$ cat src/design/mcs_pkg.sv
// Shared types and constants for the motion capture segmenter.
package mcs_pkg;

    localparam int ACC_W      = 16;
    localparam int TIME_W     = 32;
    localparam int CNT_W      = 8;
    localparam int PERIOD_W   = 16;
    localparam int THR_W      = 16;
    localparam int CFG_DATA_W = 16;
    localparam int CFG_IDX_W  = 3;
    localparam int SQ_W       = 31;   // one squared axis, at most 2^30
    localparam int SUMSQ_W    = 32;   // three squared axes, below 2^32
    localparam int REASON_W   = 2;

    // Command codes of an input beat
    localparam logic CMD_START  = 1'b0;
    localparam logic CMD_SAMPLE = 1'b1;

    // Configuration register indexes
    localparam logic [CFG_IDX_W-1:0] CFG_PERIOD = 3'd0;
    localparam logic [CFG_IDX_W-1:0] CFG_MIN    = 3'd1;
    localparam logic [CFG_IDX_W-1:0] CFG_MAX    = 3'd2;
    localparam logic [CFG_IDX_W-1:0] CFG_UPPER  = 3'd3;
    localparam logic [CFG_IDX_W-1:0] CFG_LOWER  = 3'd4;

    // Configuration reset values
    localparam logic [PERIOD_W-1:0] RST_PERIOD = 16'd20;
    localparam logic [CNT_W-1:0]    RST_MIN    = 8'd50;
    localparam logic [CNT_W-1:0]    RST_MAX    = 8'd125;
    localparam logic [THR_W-1:0]    RST_UPPER  = 16'd1040;
    localparam logic [THR_W-1:0]    RST_LOWER  = 16'd1010;

    typedef enum logic [REASON_W-1:0] {
        END_NONE  = 2'd0,
        END_STILL = 2'd1,
        END_MAX   = 2'd2
    } mcs_reason_t;

    typedef enum logic [1:0] {
        BK_IDLE,
        BK_SQRT,
        BK_UPD,
        BK_DEC
    } mcs_bk_state_t;

    typedef struct packed {
        logic                    cmd;
        logic signed [ACC_W-1:0] x;
        logic signed [ACC_W-1:0] y;
        logic signed [ACC_W-1:0] z;
        logic [TIME_W-1:0]       time_ms;
    } mcs_item_t;

    typedef struct packed {
        mcs_item_t          item;
        logic [SUMSQ_W-1:0] sumsq;
    } mcs_work_t;

    typedef struct packed {
        logic [PERIOD_W-1:0] sample_period_ms;
        logic [CNT_W-1:0]    min_samples;
        logic [CNT_W-1:0]    max_samples;
        logic [THR_W-1:0]    still_upper;
        logic [THR_W-1:0]    still_lower;
    } mcs_cfg_t;

    typedef struct packed {
        logic                    recorded;
        logic [CNT_W-1:0]        sample_index;
        logic [TIME_W-1:0]       rel_time_ms;
        logic signed [ACC_W-1:0] out_x;
        logic signed [ACC_W-1:0] out_y;
        logic signed [ACC_W-1:0] out_z;
        logic                    last;
        mcs_reason_t             end_reason;
        logic                    started;
    } mcs_result_t;

endpackage

$ cat src/design/mcs_front.sv
// Front end: accept beats and compute the squared vector length in two stages.
module mcs_front
(
    input  logic                clk,
    input  logic                rst_n,
    input  logic                in_valid,
    output logic                in_stall,
    input  mcs_pkg::mcs_item_t  in_item,
    output logic                push,
    output mcs_pkg::mcs_work_t  push_data,
    input  logic                fifo_full
);

    logic                         a_valid_reg;
    logic                         a_valid_next;
    mcs_pkg::mcs_item_t           a_item_reg;
    logic [mcs_pkg::SQ_W-1:0]     a_sqx_reg;
    logic [mcs_pkg::SQ_W-1:0]     a_sqy_reg;
    logic [mcs_pkg::SQ_W-1:0]     a_sqz_reg;
    logic                         b_valid_reg;
    logic                         b_valid_next;
    mcs_pkg::mcs_work_t           b_work_reg;
    logic                         b_adv;
    logic signed [2*mcs_pkg::ACC_W-1:0] px;
    logic signed [2*mcs_pkg::ACC_W-1:0] py;
    logic signed [2*mcs_pkg::ACC_W-1:0] pz;

    assign b_adv    = !b_valid_reg || !fifo_full;
    assign in_stall = a_valid_reg && !b_adv;
    assign push      = b_valid_reg && !fifo_full;
    assign push_data = b_work_reg;

    assign px = $signed(in_item.x) * $signed(in_item.x);
    assign py = $signed(in_item.y) * $signed(in_item.y);
    assign pz = $signed(in_item.z) * $signed(in_item.z);

    always_comb
    begin
        a_valid_next = a_valid_reg;
        b_valid_next = b_valid_reg;
        if (!in_stall)
        begin
            a_valid_next = in_valid;
        end
        if (b_adv)
        begin
            b_valid_next = a_valid_reg;
        end
    end

    always_ff @(posedge clk or negedge rst_n)
    begin
        if (!rst_n)
        begin
            a_valid_reg <= 1'b0;
            b_valid_reg <= 1'b0;
        end
        else
        begin
            a_valid_reg <= a_valid_next;
            b_valid_reg <= b_valid_next;
        end
    end

    always_ff @(posedge clk)
    begin
        if (in_valid && !in_stall)
        begin
            a_item_reg <= in_item;
            a_sqx_reg  <= px[mcs_pkg::SQ_W-1:0];
            a_sqy_reg  <= py[mcs_pkg::SQ_W-1:0];
            a_sqz_reg  <= pz[mcs_pkg::SQ_W-1:0];
        end
        if (a_valid_reg && b_adv)
        begin
            b_work_reg.item  <= a_item_reg;
            b_work_reg.sumsq <= mcs_pkg::SUMSQ_W'(a_sqx_reg)
                              + mcs_pkg::SUMSQ_W'(a_sqy_reg)
                              + mcs_pkg::SUMSQ_W'(a_sqz_reg);
        end
    end

endmodule

$ cat src/design/mcs_fifo.sv
// Two-entry queue between the front end and the back end.
module mcs_fifo
(
    input  logic               clk,
    input  logic               rst_n,
    input  logic               push,
    input  mcs_pkg::mcs_work_t push_data,
    input  logic               pop,
    output mcs_pkg::mcs_work_t pop_data,
    output logic               full,
    output logic               empty
);

    mcs_pkg::mcs_work_t entry_reg [2];
    logic               wr_ptr_reg;
    logic               rd_ptr_reg;
    logic [1:0]         fill_reg;
    logic [1:0]         fill_next;

    assign full     = (fill_reg == 2'd2);
    assign empty    = (fill_reg == 2'd0);
    assign pop_data = entry_reg[rd_ptr_reg];

    always_comb
    begin
        fill_next = fill_reg;
        if (push && !(pop && !empty))
        begin
            fill_next = fill_reg + 2'd1;
        end
        else if (!push && pop && !empty)
        begin
            fill_next = fill_reg - 2'd1;
        end
    end

    always_ff @(posedge clk or negedge rst_n)
    begin
        if (!rst_n)
        begin
            wr_ptr_reg <= 1'b0;
            rd_ptr_reg <= 1'b0;
            fill_reg   <= 2'd0;
        end
        else
        begin
            fill_reg <= fill_next;
            if (push)
            begin
                wr_ptr_reg <= !wr_ptr_reg;
            end
            if (pop && !empty)
            begin
                rd_ptr_reg <= !rd_ptr_reg;
            end
        end
    end

    always_ff @(posedge clk)
    begin
        if (push)
        begin
            entry_reg[wr_ptr_reg] <= push_data;
        end
    end

endmodule

$ cat src/design/mcs_sqrt.sv
// Digit-by-digit integer square root, one result bit per cycle.
module mcs_sqrt
#(
    parameter int IN_W = 40
)
(
    input  logic                clk,
    input  logic                rst_n,
    input  logic                start,
    input  logic [IN_W-1:0]     radicand,
    output logic                done,
    output logic [IN_W/2-1:0]   root
);

    localparam int OUT_W = IN_W / 2;
    localparam int REM_W = OUT_W + 2;
    localparam int CNT_W = $clog2(OUT_W + 1);

    logic [IN_W-1:0]  rad_reg;
    logic [REM_W-1:0] rem_reg;
    logic [OUT_W-1:0] root_reg;
    logic [CNT_W-1:0] cnt_reg;
    logic             busy_reg;
    logic             done_reg;
    logic [REM_W-1:0] rem_t;
    logic [REM_W-1:0] trial;
    logic             fits;

    assign rem_t = {rem_reg[REM_W-3:0], rad_reg[IN_W-1 -: 2]};
    assign trial = {root_reg, 2'b01};
    assign fits  = (rem_t >= trial);
    assign done  = done_reg;
    assign root  = root_reg;

    always_ff @(posedge clk or negedge rst_n)
    begin
        if (!rst_n)
        begin
            busy_reg <= 1'b0;
            done_reg <= 1'b0;
            cnt_reg  <= '0;
        end
        else if (start)
        begin
            busy_reg <= 1'b1;
            done_reg <= 1'b0;
            cnt_reg  <= '0;
        end
        else if (busy_reg)
        begin
            cnt_reg <= cnt_reg + CNT_W'(1);
            if (cnt_reg == CNT_W'(OUT_W - 1))
            begin
                busy_reg <= 1'b0;
                done_reg <= 1'b1;
            end
        end
        else
        begin
            done_reg <= 1'b0;
        end
    end

    always_ff @(posedge clk)
    begin
        if (start)
        begin
            rad_reg  <= radicand;
            rem_reg  <= '0;
            root_reg <= '0;
        end
        else if (busy_reg)
        begin
            rad_reg  <= rad_reg << 2;
            rem_reg  <= fits ? (rem_t - trial) : rem_t;
            root_reg <= {root_reg[OUT_W-2:0], fits};
        end
    end

endmodule

$ cat src/design/mcs_back.sv
// Back end: recording control, magnitude window and result register.
module mcs_back
#(
    parameter int WINDOW_LEN    = 30,
    parameter int MAG_FRAC_BITS = 4
)
(
    input  logic                 clk,
    input  logic                 rst_n,
    input  mcs_pkg::mcs_cfg_t    cfg,
    input  logic                 empty,
    input  mcs_pkg::mcs_work_t   head,
    output logic                 pop,
    output logic                 out_valid,
    input  logic                 out_stall,
    output mcs_pkg::mcs_result_t result
);

    localparam int MAG_W = mcs_pkg::ACC_W + MAG_FRAC_BITS;
    localparam int RAD_W = mcs_pkg::SUMSQ_W + 2 * MAG_FRAC_BITS;
    localparam int PTR_W = $clog2(WINDOW_LEN);
    localparam int SUM_W = MAG_W + $clog2(WINDOW_LEN);
    localparam int HI_W  = mcs_pkg::THR_W + MAG_FRAC_BITS + 7;

    mcs_pkg::mcs_bk_state_t state_reg;
    mcs_pkg::mcs_bk_state_t state_next;

    logic                           recording_reg;
    logic [mcs_pkg::CNT_W-1:0]      count_reg;
    logic [mcs_pkg::TIME_W-1:0]     start_time_reg;
    logic [mcs_pkg::TIME_W-1:0]     last_time_reg;
    logic [PTR_W-1:0]               ptr_reg;
    logic [SUM_W-1:0]               sum_reg;
    logic                           out_valid_reg;
    mcs_pkg::mcs_result_t           res_reg;
    mcs_pkg::mcs_item_t             cur_reg;
    logic [MAG_W-1:0]               ring_mem [WINDOW_LEN];
    logic [MAG_W-1:0]               old_mag_reg;
    logic [HI_W-1:0]                hi_reg;
    logic [HI_W-1:0]                lo_reg;

    logic                           out_free;
    logic                           is_start;
    logic                           take;
    logic [mcs_pkg::TIME_W-1:0]     elapsed;
    logic                           sqrt_start;
    logic                           sqrt_done;
    logic [MAG_W-1:0]               mag;
    logic                           load_idle;
    logic                           load_dec;
    logic                           do_upd;
    logic [mcs_pkg::CNT_W-1:0]      eff_min;
    logic                           still;
    logic                           maxed;
    mcs_pkg::mcs_reason_t           reason;
    logic [SUM_W-1:0]               sub_val;

    assign out_free  = !out_valid_reg || !out_stall;
    assign out_valid = out_valid_reg;
    assign result    = res_reg;

    assign is_start = (head.item.cmd == mcs_pkg::CMD_START);
    assign elapsed  = head.item.time_ms - last_time_reg;
    assign take     = (head.item.cmd == mcs_pkg::CMD_SAMPLE) && recording_reg
                      && (elapsed >= mcs_pkg::TIME_W'(cfg.sample_period_ms));

    assign eff_min = (cfg.min_samples < mcs_pkg::CNT_W'(WINDOW_LEN))
                     ? mcs_pkg::CNT_W'(WINDOW_LEN) : cfg.min_samples;
    assign still   = (count_reg >= eff_min)
                     && (HI_W'(sum_reg) < hi_reg) && (HI_W'(sum_reg) > lo_reg);
    assign maxed   = (count_reg >= cfg.max_samples);
    assign sub_val = (count_reg >= mcs_pkg::CNT_W'(WINDOW_LEN)) ? SUM_W'(old_mag_reg) : '0;

    always_comb
    begin
        priority if (still)
        begin
            reason = mcs_pkg::END_STILL;
        end
        else if (maxed)
        begin
            reason = mcs_pkg::END_MAX;
        end
        else
        begin
            reason = mcs_pkg::END_NONE;
        end
    end

    mcs_sqrt #(
        .IN_W (RAD_W)
    ) u_sqrt (
        .clk      (clk),
        .rst_n    (rst_n),
        .start    (sqrt_start),
        .radicand (RAD_W'(head.sumsq) << (2 * MAG_FRAC_BITS)),
        .done     (sqrt_done),
        .root     (mag)
    );

    // Next state
    always_comb
    begin
        state_next = state_reg;
        unique case (state_reg)
            mcs_pkg::BK_IDLE:
            begin
                if (!empty && out_free && take)
                begin
                    state_next = mcs_pkg::BK_SQRT;
                end
            end
            mcs_pkg::BK_SQRT:
            begin
                if (sqrt_done)
                begin
                    state_next = mcs_pkg::BK_UPD;
                end
            end
            mcs_pkg::BK_UPD:
            begin
                state_next = mcs_pkg::BK_DEC;
            end
            mcs_pkg::BK_DEC:
            begin
                if (out_free)
                begin
                    state_next = mcs_pkg::BK_IDLE;
                end
            end
            default:
            begin
                state_next = mcs_pkg::BK_IDLE;
            end
        endcase
    end

    // State outputs
    always_comb
    begin
        pop        = 1'b0;
        sqrt_start = 1'b0;
        load_idle  = 1'b0;
        load_dec   = 1'b0;
        do_upd     = 1'b0;
        unique case (state_reg)
            mcs_pkg::BK_IDLE:
            begin
                pop        = !empty && out_free;
                sqrt_start = pop && take;
                load_idle  = pop && !take;
            end
            mcs_pkg::BK_SQRT:
            begin
            end
            mcs_pkg::BK_UPD:
            begin
                do_upd = 1'b1;
            end
            mcs_pkg::BK_DEC:
            begin
                load_dec = out_free;
            end
            default:
            begin
            end
        endcase
    end

    always_ff @(posedge clk or negedge rst_n)
    begin
        if (!rst_n)
        begin
            state_reg      <= mcs_pkg::BK_IDLE;
            recording_reg  <= 1'b0;
            count_reg      <= '0;
            start_time_reg <= '0;
            last_time_reg  <= '0;
            ptr_reg        <= '0;
            sum_reg        <= '0;
            out_valid_reg  <= 1'b0;
        end
        else
        begin
            state_reg <= state_next;
            if (load_idle || load_dec)
            begin
                out_valid_reg <= 1'b1;
            end
            else if (!out_stall)
            begin
                out_valid_reg <= 1'b0;
            end
            // Arm a new recording
            if (load_idle && is_start && !recording_reg)
            begin
                recording_reg  <= 1'b1;
                count_reg      <= '0;
                start_time_reg <= head.item.time_ms;
                last_time_reg  <= head.item.time_ms;
                ptr_reg        <= '0;
                sum_reg        <= '0;
            end
            if (do_upd)
            begin
                sum_reg       <= sum_reg - sub_val + SUM_W'(mag);
                count_reg     <= count_reg + mcs_pkg::CNT_W'(1);
                last_time_reg <= cur_reg.time_ms;
                ptr_reg       <= (ptr_reg == PTR_W'(WINDOW_LEN - 1))
                                 ? '0 : ptr_reg + PTR_W'(1);
            end
            if (load_dec && (reason != mcs_pkg::END_NONE))
            begin
                recording_reg <= 1'b0;
            end
        end
    end

    always_ff @(posedge clk)
    begin
        old_mag_reg <= ring_mem[ptr_reg];
        hi_reg <= HI_W'((HI_W'(cfg.still_upper) << MAG_FRAC_BITS) * HI_W'(WINDOW_LEN));
        lo_reg <= HI_W'((HI_W'(cfg.still_lower) << MAG_FRAC_BITS) * HI_W'(WINDOW_LEN));
        if (do_upd)
        begin
            ring_mem[ptr_reg] <= mag;
        end
        if (pop)
        begin
            cur_reg <= head.item;
        end
        if (load_idle)
        begin
            res_reg.recorded     <= 1'b0;
            res_reg.sample_index <= '0;
            res_reg.rel_time_ms  <= '0;
            res_reg.out_x        <= '0;
            res_reg.out_y        <= '0;
            res_reg.out_z        <= '0;
            res_reg.last         <= 1'b0;
            res_reg.end_reason   <= mcs_pkg::END_NONE;
            res_reg.started      <= is_start && !recording_reg;
        end
        else if (load_dec)
        begin
            res_reg.recorded     <= 1'b1;
            res_reg.sample_index <= count_reg - mcs_pkg::CNT_W'(1);
            res_reg.rel_time_ms  <= cur_reg.time_ms - start_time_reg;
            res_reg.out_x        <= cur_reg.x;
            res_reg.out_y        <= cur_reg.y;
            res_reg.out_z        <= cur_reg.z;
            res_reg.last         <= (reason != mcs_pkg::END_NONE);
            res_reg.end_reason   <= reason;
            res_reg.started      <= 1'b0;
        end
    end

endmodule

$ cat src/design/motion_capture_segmenter.sv
// Top level: configuration registers, front end, queue and back end.
// A start request or an ignored beat passes the front end's square and sum stages and the
// queue, and then loads the result register. An accepted sample also waits in the back end
// for the bit-serial square root, one root bit per cycle, before the window update
// and the end decision. One ignored or start beat per cycle while the output is not
// stalled; the back end takes no new beat until it is done with an accepted sample.
// Reset (rst_n low, asynchronous): idle, no recording, configuration at its defaults.
module motion_capture_segmenter
#(
    parameter int WINDOW_LEN    = 30,
    parameter int MAG_FRAC_BITS = 4
)
(
    input  logic                                 clk,
    input  logic                                 rst_n,
    // configuration write port
    input  logic                                 cfg_wr_en,
    input  logic [mcs_pkg::CFG_IDX_W-1:0]        cfg_index,
    input  logic [mcs_pkg::CFG_DATA_W-1:0]       cfg_data,
    // input channel
    input  logic                                 in_valid,
    output logic                                 in_stall,
    input  logic                                 cmd,
    input  logic signed [mcs_pkg::ACC_W-1:0]     accel_x,
    input  logic signed [mcs_pkg::ACC_W-1:0]     accel_y,
    input  logic signed [mcs_pkg::ACC_W-1:0]     accel_z,
    input  logic [mcs_pkg::TIME_W-1:0]           time_ms,
    // output channel
    output logic                                 out_valid,
    input  logic                                 out_stall,
    output logic                                 recorded,
    output logic [mcs_pkg::CNT_W-1:0]            sample_index,
    output logic [mcs_pkg::TIME_W-1:0]           rel_time_ms,
    output logic signed [mcs_pkg::ACC_W-1:0]     out_x,
    output logic signed [mcs_pkg::ACC_W-1:0]     out_y,
    output logic signed [mcs_pkg::ACC_W-1:0]     out_z,
    output logic                                 last,
    output logic [mcs_pkg::REASON_W-1:0]         end_reason,
    output logic                                 started
);

    mcs_pkg::mcs_cfg_t    cfg_reg;
    mcs_pkg::mcs_item_t   in_item;
    mcs_pkg::mcs_work_t   push_data;
    mcs_pkg::mcs_work_t   head;
    mcs_pkg::mcs_result_t result;
    logic                 push;
    logic                 pop;
    logic                 fifo_full;
    logic                 fifo_empty;

    // Register file: a write lands at any edge with cfg_wr_en high; write only while idle.
    always_ff @(posedge clk or negedge rst_n)
    begin
        if (!rst_n)
        begin
            cfg_reg.sample_period_ms <= mcs_pkg::RST_PERIOD;
            cfg_reg.min_samples      <= mcs_pkg::RST_MIN;
            cfg_reg.max_samples      <= mcs_pkg::RST_MAX;
            cfg_reg.still_upper      <= mcs_pkg::RST_UPPER;
            cfg_reg.still_lower      <= mcs_pkg::RST_LOWER;
        end
        else if (cfg_wr_en)
        begin
            unique case (cfg_index)
                mcs_pkg::CFG_PERIOD: cfg_reg.sample_period_ms <= cfg_data;
                mcs_pkg::CFG_MIN:    cfg_reg.min_samples      <= cfg_data[mcs_pkg::CNT_W-1:0];
                mcs_pkg::CFG_MAX:    cfg_reg.max_samples      <= cfg_data[mcs_pkg::CNT_W-1:0];
                mcs_pkg::CFG_UPPER:  cfg_reg.still_upper      <= cfg_data;
                mcs_pkg::CFG_LOWER:  cfg_reg.still_lower      <= cfg_data;
                default:
                begin
                    // drop writes to unmapped indexes
                end
            endcase
        end
    end

    // Bundle the input beat for the front end.
    always_comb
    begin
        in_item.cmd     = cmd;
        in_item.x       = accel_x;
        in_item.y       = accel_y;
        in_item.z       = accel_z;
        in_item.time_ms = time_ms;
    end

    // Front end: square the three axes, then sum them, with its own stall chain.
    mcs_front u_front (
        .clk       (clk),
        .rst_n     (rst_n),
        .in_valid  (in_valid),
        .in_stall  (in_stall),
        .in_item   (in_item),
        .push      (push),
        .push_data (push_data),
        .fifo_full (fifo_full)
    );

    // Hold up to two prepared beats while the back end works on a sample.
    mcs_fifo u_fifo (
        .clk       (clk),
        .rst_n     (rst_n),
        .push      (push),
        .push_data (push_data),
        .pop       (pop),
        .pop_data  (head),
        .full      (fifo_full),
        .empty     (fifo_empty)
    );

    // Back end: classify each beat against the recording state, take the root,
    // advance the magnitude window and decide whether the recording ends.
    mcs_back #(
        .WINDOW_LEN    (WINDOW_LEN),
        .MAG_FRAC_BITS (MAG_FRAC_BITS)
    ) u_back (
        .clk       (clk),
        .rst_n     (rst_n),
        .cfg       (cfg_reg),
        .empty     (fifo_empty),
        .head      (head),
        .pop       (pop),
        .out_valid (out_valid),
        .out_stall (out_stall),
        .result    (result)
    );

    assign recorded     = result.recorded;
    assign sample_index = result.sample_index;
    assign rel_time_ms  = result.rel_time_ms;
    assign out_x        = result.out_x;
    assign out_y        = result.out_y;
    assign out_z        = result.out_z;
    assign last         = result.last;
    assign end_reason   = result.end_reason;
    assign started      = result.started;

endmodule

$ cat config.mk
export PLATFORM = sky130hd
export DESIGN_NAME = motion_capture_segmenter
export DESIGN_NICKNAME = d
export VERILOG_FILES = /design/src/design/mcs_pkg.sv /design/src/design/mcs_front.sv /design/src/design/mcs_fifo.sv /design/src/design/mcs_sqrt.sv /design/src/design/mcs_back.sv /design/src/design/motion_capture_segmenter.sv
export SDC_FILE = /design/constraint.sdc
export NUM_CORES = 2
export LEC_CHECK = 0
export ABC_AREA = 1
export ABC_CLOCK_PERIOD_IN_PS = 10000
export BUFFER_PORTS_ARGS = -buffer_cell sky130_fd_sc_hd__buf_2
export CAP_MARGIN = 20
export CORE_ASPECT_RATIO = 1.75
export CORE_UTILIZATION = 35
export CTS_CLUSTER_DIAMETER = 40
export DETAILED_ROUTE_END_ITERATION = 16
export HOLD_SLACK_MARGIN = 0.02
export PLACE_DENSITY = 0.54
export SYNTH_ARGS = -nofsm -noshare
export SYNTH_HDL_FRONTEND = slang
export SYNTH_HIERARCHICAL = 1
export SYNTH_SLANG_ARGS = --single-unit
$ cat constraint.sdc
create_clock -name clk -period 10 [get_ports clk]
set_clock_uncertainty 0.15 [all_clocks]
set_input_delay 1 -clock clk [delete_from_list [all_inputs] [get_ports clk]]
set_output_delay 1 -clock clk [all_outputs]
set_load 0.1 [all_outputs]
After elaboration in Yosys (flattened, before gate mapping)
Memories as Yosys holds them, arrays and structs flattened. A register that Yosys moved wholly into a read port is not among the register bits.
Index checks and enable logic that the tools add are counted.
Storage, ports and cells
  flip-flop bits (word level): 759
  latch bits: 0
  bits in writable memories: 826
  memory bits (read-only): 0
  input port bits: 105
  output and inout port bits: 95
  logic and storage cells: 192
  memories: 2
Operators by class
  add/sub/neg operators: 13
  multipliers: 5
  divide/modulo/power cells: 0
  magnitude comparators: 8
  equal/unequal tests: 15
  shift operators: 0
  muxes and demuxes: 45
  bitwise gates (word level): 1
  reductions and logical operators: 50
Memory list
  u_back.ring_mem: depth 30, bits a word 20, read ports 1, clocked after memory_dff 1, wr ports 1, line mcs_back.sv:37  | logic [MAG_W-1:0] ring_mem [WINDOW_LEN];
  u_fifo.entry_reg: depth 2, bits a word 113, read ports 1, clocked after memory_dff 0, wr ports 1, line mcs_fifo.sv:14  | mcs_pkg::mcs_work_t entry_reg [2];
Operators by type and width (number)
  $mul A16 B16 Y31: 3
  $mux W40: 2
  $mux W32: 2
  $sub A32 B32 Y32: 2
  $mux W25: 2
  $mul A16 B4 Y20 const B: 2
  $mux W20: 2
  $add A31 B31 Y32: 1
  $add A32 B31 Y32: 1
  $ge A32 B16 Y1: 1
  $gt A25 B27 Y1: 1
  $lt A25 B27 Y1: 1
  $add A25 B20 Y25: 1
  $mux W5: 5
  $sub A25 B25 Y25: 1
  $mux W8: 3
  $ge A22 B22 Y1: 1
  $mux W1: 21
  $sub A20 B20 Y20: 1
  $logic_and A1 B1 Y1: 19
  $ge A8 B8 Y1: 2
  $mux W2: 7
  $logic_not A1 Y1: 13
  $reduce_bool A2 Y1: 6
  23 further kinds: 37

Logic depth before layout (Yosys ltp)
An unclocked memory read counts as a cell.
  word-level depth: 11
  gate-level depth with buffers: 35
  depth with buffers taken out: 30

Modules after synthesis
The synthesis kept the hierarchy.
By module, submodules not included
  mcs_back: instances 1, cells an instance 4448, area each 45660.0 µm², sequential area each 26145.1 µm²
  mcs_front: instances 1, cells an instance 4415, area each 39575.5 µm², sequential area each 8488.1 µm²
  mcs_fifo: instances 1, cells an instance 617, area each 8460.6 µm², sequential area each 6886.6 µm²
  mcs_sqrt: instances 1, cells an instance 721, area each 5173.7 µm², sequential area each 2177.1 µm²
  motion_capture_segmenter: instances 1, cells an instance 286, area each 2633.8 µm², sequential area each 1626.6 µm²

Worst setup path after synthesis
No wires, ideal clock.
  path type: register to register
  start point: register u_fifo.fill_reg[1]
  end point: register u_front.b_work_reg (netlist bit u_front/push_data[0]) (enable)
  library setup time: 0.622 ns
  data arrival time: 6.001 ns
  required time: 9.228 ns
  path slack: 3.228 ns
  stages on the path, launching flop included: 4
  buffers on the path: 0
  clock period less this slack: 6.772 ns
  cell sequence: dfrtp_1 > inv_1 > nor2_1 > a21oi_1
Between the ends
  cells in the longest elaborated chain, start to end: 4
Ends and longest elaborated chain
  start, declared: line mcs_fifo.sv:17  | logic [1:0] fill_reg;
  start signal, assigned: line mcs_fifo.sv:47  | fill_reg <= fill_next;
  $eq A2 B2 Y1: line mcs_fifo.sv:20  | assign full = (fill_reg == 2'd2);
  named net fifo_full: line motion_capture_segmenter.sv:49  | logic fifo_full;
  $logic_not A1 Y1: line mcs_front.sv:28  | assign b_adv = !b_valid_reg || !fifo_full;
  $logic_or A1 B1 Y1: line mcs_front.sv:28
  $logic_and A1 B1 Y1: line mcs_front.sv:74  | if (a_valid_reg && b_adv)
  end, declared: line mcs_front.sv:22  | mcs_pkg::mcs_work_t b_work_reg;
The timed path passes the listed nets, and every way through them passes these cells.
A chain may end at the register's enable or synchronous reset.

==> flow_summary.ini <==
[logic_synthesis]
avgSynthCellArea_um2 = 9.68
synthCells = 10500
ys_warn_count = 6
synth_cell_types = 68
synthAdderAreaFrac_pct = 22.2
synth_top_family_by_area = adder cells
synth_top_flop_cell = edfxtp_1
yosysTopAreaCell = edfxtp_1
synth_mux_area_share_pct = 0.493
yosysTopAreaCellShare_pct = 36.3
ys_ff_latch = 1603
synth_edf_count = 1228
synth_xor_area_share_pct = 1.51
async_flop_share_pct = 11.4
synth_compound_area_share_pct = 7.16
yosys.area_share.simple_pct = 15.2
ys_seq_area_share_pct = 44.7
syn-cell-area_um2 = 102000
synth.area.top_cells = edfxtp_1, fa_1, nand2_1, inv_1, ha_1

[detailed_routing]
via_per_inst = 4.91
drt-total-wl_mm = 296
drt-pass1-iter-count = 8
wl_per_cell_um = 20.2
vias = 71700
drtIter0Drc = 4262
drc = 0
ant_nets = 0

[hold_path]
whs_endpoint = u_front/a_item_reg[16]$_DFFE_PP_
hp-class = primary input to flop
hold_start = time_ms[16]
min_path_cells = 1

[placement]
gp_congestion = 0.932
dp_hpwl_mm = 222
placed_cell_area_um2 = 107000
io_buffers = 199
dp_slack_ns = 2.67

[clocking]
root_buffer = clkbuf_16
clockBufferDepth = 4
cts_tree = built
post_cts_buffers = 0
cts_buffers = 192
cts.repair.resized = 0
clk_latency_ns = 0.84
cts_sinks = 1603
cts.clk_slew.worst_paths_ns = 0.07
htreeDepth = 4

[floorplan]
core-area_um2 = 289000
rows = 261
dieArea_um2 = 292000
die_x_um = 409
initial_utilization_pct = 35.2
ioPinCount = 200
die_y_um = 714

[critical_path]
critPathKind = flop to flop
critical_path.endpoint_type = flop
required_ns = 10.31
ff2ff_path_depth = 26
r2r_slack_ns = 3.33
cp_max_fo = 60
cp-startpoint = u_fifo/rd_ptr_reg$_DFFE_PN0P_
regToRegEndpoint = u_back/u_sqrt/rad_reg[12]$_DFFE_PP_
r2r-start = u_fifo/rd_ptr_reg$_DFFE_PN0P_
startpoint_type = flop
crit_arrival_ns = 6.98

[flow_run]
max_cap_violations = 0

[global_routing]
grt_pass1_wl_mm = 449
first_global_vias = 76200
grt_overflow = 0
grt_max_degree = 180
grt_use_total_pct = 20.1
antenna_found_initial = 11

[timing]
rsz0062_at_grt = no
setup_viol = 0
worstMarginPinSlew_ns = 1.16
report.final.slew_viol_count = 0
hold_viol = 0
finalCritPeriodShare_pct = 66.7
fin_setup_tns_ns = 0
max_freq_ghz = 0.150
timing.slew.headroom_pct = 22.8
worst_slack_ns = 3.33
period_needed_ns = 6.67

[run_status]
outcome = complete, no violations

[finish]
area_growth_pct = 11.6
fin_nets = 12100
final_cell_mix = nand2_1, inv_1, edfxtp_1, fa_1, nor2_1
stdcell_area_um2 = 113000
largest_reg_flops = 600
drive_gt1_share_pct = 7.49
layout_commonest_cell = nand2_1
## stage by stage
stage | hold slack, ns | util [%] | instances
6_report | 0.175 | 39.3 | 14600
5_1_grt | 0.124 | 39.2 | 14600
4_1_cts | 0.104 | 39.2 | 14600
3_5_place_dp | 0.255 | 37.0 | 14300
3_3_place_gp | 0.252 | 37.0 | 14300
2_1_floorplan | 0.250 | - | 10500
## cells by family after synthesis
kind of cell	count (synthesis)
compound gates	1264
xor+xnor	175
mux	50
flops	1603
fa+ha+maj	1325
buf+inv	2308
simple gates	3760
other cells	2
## cell type report
class / count / area, um2
antenna: 5 / 12.5
clock inverter: 112 / 1350
multi-input combinational: 6585 / 47600
clock buffer: 236 / 5200
sequential: 1603 / 45300
timing repair buffer: 268 / 1580
tap: 3813 / 4770
inverter: 1987 / 7480
fill: 28600 / 175000
## timing repair
item	in CTS	in global routing
endpoints found under the hold margin	51	0
endpoints found under the setup margin	0	0
hold buffers	1	0
## worst max-delay path by stage
stage	slack, ns	depth (start not counted)	to
final	3.33	26	u_back/u_sqrt/rad_reg[12]$_DFFE_PP_
after CTS	3.18	26	u_back/u_sqrt/rad_reg[39]$_DFFE_PP_
after global routing	2.72	26	u_back/u_sqrt/rad_reg[35]$_DFFE_PP_
after detailed placement	2.67	21	u_front/a_sqy_reg[22]$_DFFE_PP_
after floorplan	3.23	3	u_front/push_data[0]$_DFFE_PP_
after global placement	2.71	21	u_front/a_sqy_reg[22]$_DFFE_PP_
## worst max-delay path, stage by stage (launching register included)
cell and delay [ns]:
dfrtp_4 0.73, inv_4 0.54, buf_4 0.54, nand2_1 0.09
nand2_1 0.17, ha_1 0.31, nand2_1 0.13, inv_1 0.06
nand2_1 0.07, nand2_1 0.04, nand2_1 0.05, nand3b_1 0.17
xor2_1 0.20, ha_1 0.30, nand2_1 0.07, nor2_1 0.13
nand2_1 0.08, a21oi_1 0.19, nor2_1 0.06, nand3_1 0.08
nor2_1 0.06, nand2_2 0.16, nand2_4 0.33, nor3_2 0.63
nor2_1 0.14, inv_2 0.07, buf_4 0.62
## layer usage
layer  part of all wire, %  GRT usage [%]  vias to the layer above
met5                0.0078              0                        -
met3                   4.1           2.32                      564
met1                    36           21.4                    35600
met2                    55           39.1                     1660
li1                      -              -                    33900
met4                   4.4           8.43                        4
## synthesized netlist by cell type, types with 13 or more instances
cell type and n:
nor2_1 679, xnor2_1 34, nand3_2 13, edfxtp_1 1228, o221ai_1 34, buf_1 14, nand4_1 93, buf_6 18
dfrtp_1 163, dfxtp_1 192, o21bai_1 27, a22oi_1 28, inv_1 1968, nand3_1 286, nand2_1 2475, nor3_1 62
clkbuf_1 249, buf_2 32, o22ai_1 177, ha_1 526, xor2_1 141, nand3b_1 30, a221oi_1 23, nor2_2 29
a21oi_2 30, a21oi_1 366, o21ai_0 486, mux2i_1 50, a22o_1 16, nand2_2 26, dfstp_2 20, fa_1 799
or2_2 20
Power is not shown: default switching activity piles up to over one toggle a cycle in this logic, so the estimate is an artifact.
